===== config.mk =====
export PLATFORM = sky130hd
export DESIGN_NAME = lsu_ram
export DESIGN_NICKNAME = d
export VERILOG_FILES = /design/src/rtl/core/lsu_pkg.sv /design/src/rtl/core/lsu_ram.sv
export SDC_FILE = /design/constraint.sdc
export NUM_CORES = 2
export LEC_CHECK = 0
export BUFFER_PORTS_ARGS = -buffer_cell sky130_fd_sc_hd__buf_4
export CAP_MARGIN = 20
export CORE_ASPECT_RATIO = 1.2
export CORE_MARGIN = 4
export CORE_UTILIZATION = 40
export CTS_CLUSTER_SIZE = 10
export DETAILED_ROUTE_END_ITERATION = 10
export GPL_ROUTABILITY_DRIVEN = 0
export PLACE_DENSITY = 0.68
export SLEW_MARGIN = 20
export SYNTH_ARGS = -nofsm -noshare
export SYNTH_HDL_FRONTEND = slang
export SYNTH_SLANG_ARGS = --single-unit

===== constraint.sdc =====
create_clock -name clk_i -period 4.5 [get_ports clk_i]
set_clock_uncertainty 0.05 [all_clocks]
set_input_delay 0.675 -clock clk_i [delete_from_list [all_inputs] [get_ports clk_i]]
set_output_delay 0.675 -clock clk_i [all_outputs]
set_load 0.01 [all_outputs]

===== src/rtl/core/lsu_pkg.sv =====
`default_nettype none
package lsu_pkg;

  localparam int unsigned MEM_BYTES_DEF = 65536;
  localparam int unsigned DATA_W        = 64;
  localparam int unsigned NUM_REGS      = 32;
  localparam int unsigned S_TDATA_W     = 184;
  localparam int unsigned M_TDATA_W     = 128;

  // instruction bit positions
  localparam int unsigned BIT_GROUP = 31;
  localparam int unsigned BIT_WIDE  = 30;
  localparam int unsigned BIT_UOFF  = 24;
  localparam int unsigned BIT_LOAD  = 22;
  localparam int unsigned BIT_ROFF  = 21;
  localparam int unsigned BIT_PRE   = 11;

  typedef enum logic [1:0] {
    KIND_EXEC = 2'd0,
    KIND_WREG = 2'd1,
    KIND_WMEM = 2'd2
  } kind_e;

  function automatic logic [63:0] sext9(input logic [8:0] v);
    sext9 = {{55{v[8]}}, v};
  endfunction

  function automatic logic [63:0] sext19x4(input logic [18:0] v);
    sext19x4 = {{43{v[18]}}, v, 2'b00};
  endfunction

endpackage
`default_nettype wire


===== src/rtl/core/lsu_ram.sv =====
`default_nettype none
module lsu_ram #(
  parameter int unsigned WIDTH = lsu_pkg::DATA_W,
  parameter int unsigned DEPTH = lsu_pkg::NUM_REGS,
  localparam int unsigned AW   = $clog2(DEPTH)
) (
  input  wire logic             clk_i,
  input  wire logic             we_i,
  input  wire logic [AW-1:0]    waddr_i,
  input  wire logic [WIDTH-1:0] wdata_i,
  input  wire logic [AW-1:0]    raddr_i,
  output logic      [WIDTH-1:0] rdata_o
);

  logic [WIDTH-1:0] mem_q [DEPTH];

  always_ff @(posedge clk_i) begin
    if (we_i) begin
      mem_q[waddr_i] <= wdata_i;
    end
    rdata_o <= mem_q[raddr_i];
  end

endmodule
`default_nettype wire


---- Word-level counts from Yosys, hierarchy flattened ----
Memory sizes are Yosys's and may differ from the RTL's. A register that Yosys moved wholly into a read port is not among the register bits.
Index checks and enable logic that the tools add are counted.
storage, ports and cells
  output and inout bits ................... 64
  memories ................................ 1
  RAM bits ................................ 2048
  logic and storage cells ................. 3
  input port bits ......................... 76
  register bits ........................... 0
cells by class
  mux-type cells .......................... 2
memories
  name   depth  width  read ports  clocked after Yosys merged registers in  write ports  RTL line       RTL
  mem_q  32     64     1           1                                        1            lsu_ram.sv:15  logic [WIDTH-1:0] mem_q [DEPTH];
operators with widths
  cell               number
  1-bit two-way mux  2

---- Longest topological paths before layout ----
  depth in word-level cells ............... 2
  depth in mapped cells ................... 9
  gate-level depth less buffers ........... 4

---- Worst setup path before layout ----
OpenSTA, ideal clock, no wires.
  path kind ............................... input -> register
  from .................................... input port waddr_i[1]
  to ...................................... memory mem_q[12][0] (netlist name) (enable)
  cell stages on the path ................. 3
  path buffers ............................ 1
  data required time ...................... 3.964 ns
  path slack .............................. -0.047 ns
  arrival ................................. 4.011 ns
  setup time .............................. 0.486 ns
  cell sequence ........................... or3b_2 > clkbuf_1 > nor2_1
RTL lines
  what         RTL line       RTL
  from (decl)  lsu_ram.sv:9   input wire logic [AW-1:0] waddr_i,
  to (decl)    lsu_ram.sv:15
Straight into the memory's write port.

---- Worst setup path after layout ----
  from .................................... input port waddr_i[0]
  to ...................................... memory mem_q[2][63] (netlist name) (enable)
Straight into the memory's write port.

==> results.toml <==
[detailed_routing]
wl_per_cell_um = 30.2
drtPass1Iterations = 7
vias_per_cell = 5.71
route.detailed.drc = 0
routed-via-count = 35600
drtAntennaViolNets = 0
first_iter_violations = 4531
final_routed_wirelength_across_all_metal_layers_mm = 188

[grt]
grt.overflow.total = 0
grt_antenna_before_repair = 16
vias_in_the_first_global_route = 36700
grt_start_max_net_pins = 87
globalRouteMet2Util = 0.291
groute.usage.overall = 0.185
groute.layer.met1.usage = 0.262
busiest_layer = "met2"
grt_pass1_wl_mm = 270
grt_util_met3 = 0.0450

[setup_path]
worst_ep_required_time_ns = 4.96
critPathCaptureType = "register"
crit_path_start_kind = "primary input"
r2r_cells = 3
critical_path_peak_fanout = 18
worstReg2RegEnd = "rdata_o[58]$_DFF_P_"
worst-endpoint-arrival_ns = 2.97
category_of_the_most_critical_setup_path = "in -> reg"
r2r_setup_slack_ns = 2.62
r2r_start = "mem_q[24][58]$_DFFE_PP_"

[sta]
rsz0062_at_grt = "false"
max_slew.worst_pin.slew_ns = 1.13
fmax_ghz = 0.399
setup_violations = 0
period_minus_slack_ns = 2.51
maxSlewViolCount = 0
min_period_over_period = 0.557
slew-limit-headroom = 0.243
timing_hold_violations_final = 0
setup-tns-final_ns = 0

[die]
die_h_um = 495
die_area_um2 = 205000
std_cell_rows = 178
coreArea_um2 = 196000
start_util = 0.402
top_level_ports = 140
die_span_in_x_um = 414

[logic_synthesis]
synthesis.nets = 3173
avgSynthCellArea_um2 = 25.5
ys_ff_latch = 2112
syn_area_um2 = 79000
synthDistinctLibCells = 31
synth_top_cell_area_share = 0.779
seq_area_frac_synth = 0.795
synth_area_leaders = "sky130_fd_sc_hd__edfxtp_1, sky130_fd_sc_hd__mux4_2, sky130_fd_sc_hd__dfxtp_1"
synth_instances = 3097
synth.yosys.warnings = 0
synthDominantAreaCellType = "sky130_fd_sc_hd__edfxtp_1"

[pwr]
power-per-cell-area_nw_per_um2 = 449
irDropWorstVdd_mv = 0.354
power.total_w = 0.0409
static-leakage-power_nw = 28.1

[layout]
synthToLayoutAreaGrowth_pct = 15.4
nNetsFinal = 3493
fillerInstances = 15500
layout_common_cells = "sky130_fd_sc_hd__edfxtp_1, sky130_fd_sc_hd__mux4_2, sky130_fd_sc_hd__clkbuf_16, sky130_fd_sc_hd__buf_4, sky130_fd_sc_hd__clkbuf_1"
most_common_cell_after_layout_fill_and_taps_aside = "sky130_fd_sc_hd__edfxtp_1"
final_cell_area_um2 = 91100
drive_above_1_share = 0.333

[hold_path]
timing.hold.worst.start = "wdata_i[2]"
hold-path-cell-count = 1
min_to = "mem_q[13][2]$_DFFE_PP_"
timing.hold.worst.class = "in -> reg"

[clocking]
path_clk_slew_ns = 0.06
numCtsBuffers = 230
cts_max_path_buffers = 3
cts.htree.levels = 4
clock-root-buffer = "sky130_fd_sc_hd__clkbuf_16"
clk_sink_count = 2112
hold_buffers = 0
clock_insertion_delay_worst_skew_ns = 0.84
cts_resized = 0
post-cts-setup-buffer-count = 0
cts_tree = "yes"

[placed_design]
placed_cell_area_um2 = 84400
dp.final_hpwl_mm = 91.4
portBuffers = 139

[outcome]
run_status = "complete, no violations"

[job]
timing.max_cap.violations = 0
## report_power, final
part / internal (W) / total (W) / switching, W
Sequential: 0.0219 / 0.0220 / 0.000130
Combinational: 0.000902 / 0.00195 / 0.00105
Clock: 0.00971 / 0.0169 / 0.00724
## cell families after synthesis
| kind of cell | synth area share |
|---|---|
| AND/OR/NAND/NOR | 0.00379 |
| buffers and inverters | 0.00944 |
| multiplexers | 0.187 |
| flip-flops | 0.795 |
| AO/OA/AOI/OAI | 0.00466 |
## worst max-delay path by stage
stage | from | to | slack (ns) | depth (start not counted)
floorplan | waddr_i[1] | mem_q[12][0]$_DFFE_PP_ | -0.05 | 3
global placement | raddr_i[0] | rdata_o[5]$_DFF_P_ | 1.19 | 6
detailed placement | waddr_i[0] | mem_q[2][63]$_DFFE_PP_ | 1.16 | 4
CTS | waddr_i[0] | mem_q[2][63]$_DFFE_PP_ | 2.09 | 4
global route | raddr_i[0] | rdata_o[18]$_DFF_P_ | 2.01 | 6
finish | waddr_i[0] | mem_q[2][63]$_DFFE_PP_ | 1.99 | 4
## area by class of cell
class / instances / area, µm² / share of cell area
Timing Repair Buffer: 244 / 2630 / 0.0288
Antenna cell: 10 / 25.0 / 0.000275
Clock inverter: 15 / 258 / 0.00283
Inverter: 1 / 3.75 / 0.0000412
Multi-Input combinational cell: 828 / 15700 / 0.172
Tap cell: 2610 / 3270 / 0.0358
Clock buffer: 410 / 6480 / 0.0712
Sequential cell: 2112 / 62800 / 0.689
## stage by stage
stage | utilization | instances | setup slack (ns) | hold slack, ns
global route | 0.464 | 6221 | 2.01 | 0.138
detailed placement | 0.430 | 5795 | 1.16 | 0.723
CTS | 0.464 | 6220 | 2.09 | 0.0975
global placement | 0.430 | 5795 | 1.19 | 0.714
floorplan | - | 3097 | -0.0472 | 0.672
finish | 0.464 | 6230 | 1.99 | 0.176
## cells in the mapped netlist
library cell / instances
sky130_fd_sc_hd__nand2b_1: 2
sky130_fd_sc_hd__mux2i_1: 38
sky130_fd_sc_hd__nor2b_1: 4
sky130_fd_sc_hd__o22ai_1: 10
sky130_fd_sc_hd__dfxtp_1: 64
sky130_fd_sc_hd__and2_0: 1
sky130_fd_sc_hd__a22oi_1: 3
sky130_fd_sc_hd__inv_2: 1
sky130_fd_sc_hd__a22o_1: 1
sky130_fd_sc_hd__mux4_2: 602
sky130_fd_sc_hd__o21ai_0: 9
sky130_fd_sc_hd__buf_2: 65
sky130_fd_sc_hd__or3b_2: 2
sky130_fd_sc_hd__clkbuf_1: 55
sky130_fd_sc_hd__or3_1: 1
sky130_fd_sc_hd__buf_4: 14
sky130_fd_sc_hd__nand2_1: 3
sky130_fd_sc_hd__mux2_2: 74
sky130_fd_sc_hd__buf_6: 3
sky130_fd_sc_hd__and2_1: 3
sky130_fd_sc_hd__o221ai_1: 3
sky130_fd_sc_hd__nand3b_1: 5
sky130_fd_sc_hd__a211oi_1: 3
sky130_fd_sc_hd__o2bb2ai_1: 3
sky130_fd_sc_hd__buf_1: 19
sky130_fd_sc_hd__edfxtp_1: 2048
sky130_fd_sc_hd__o31a_1: 3
sky130_fd_sc_hd__nor2_1: 41
sky130_fd_sc_hd__a221oi_1: 12
sky130_fd_sc_hd__nand3_1: 2
sky130_fd_sc_hd__o211ai_1: 3
## sequential cells by signal, indices dropped and copies added, names as in the netlist
name,flops
rdata_o,64
mem_q,2048
## critical path, stage by stage
cell,delay [ns]
sky130_fd_sc_hd__buf_4,0.12
sky130_fd_sc_hd__nand3b_1,0.69
sky130_fd_sc_hd__nor2_4,1.13
sky130_fd_sc_hd__buf_12,0.30
## routing by layer
layer  up-vias  wire length (µm)  share of wire
met5         -                54        0.00029
met4         8              3850          0.020
met3       296             17600          0.094
met2      1755             91000           0.48
met1     19400             75500           0.40
li1      14100                 -              -
(Power assumes the default switching activity.)
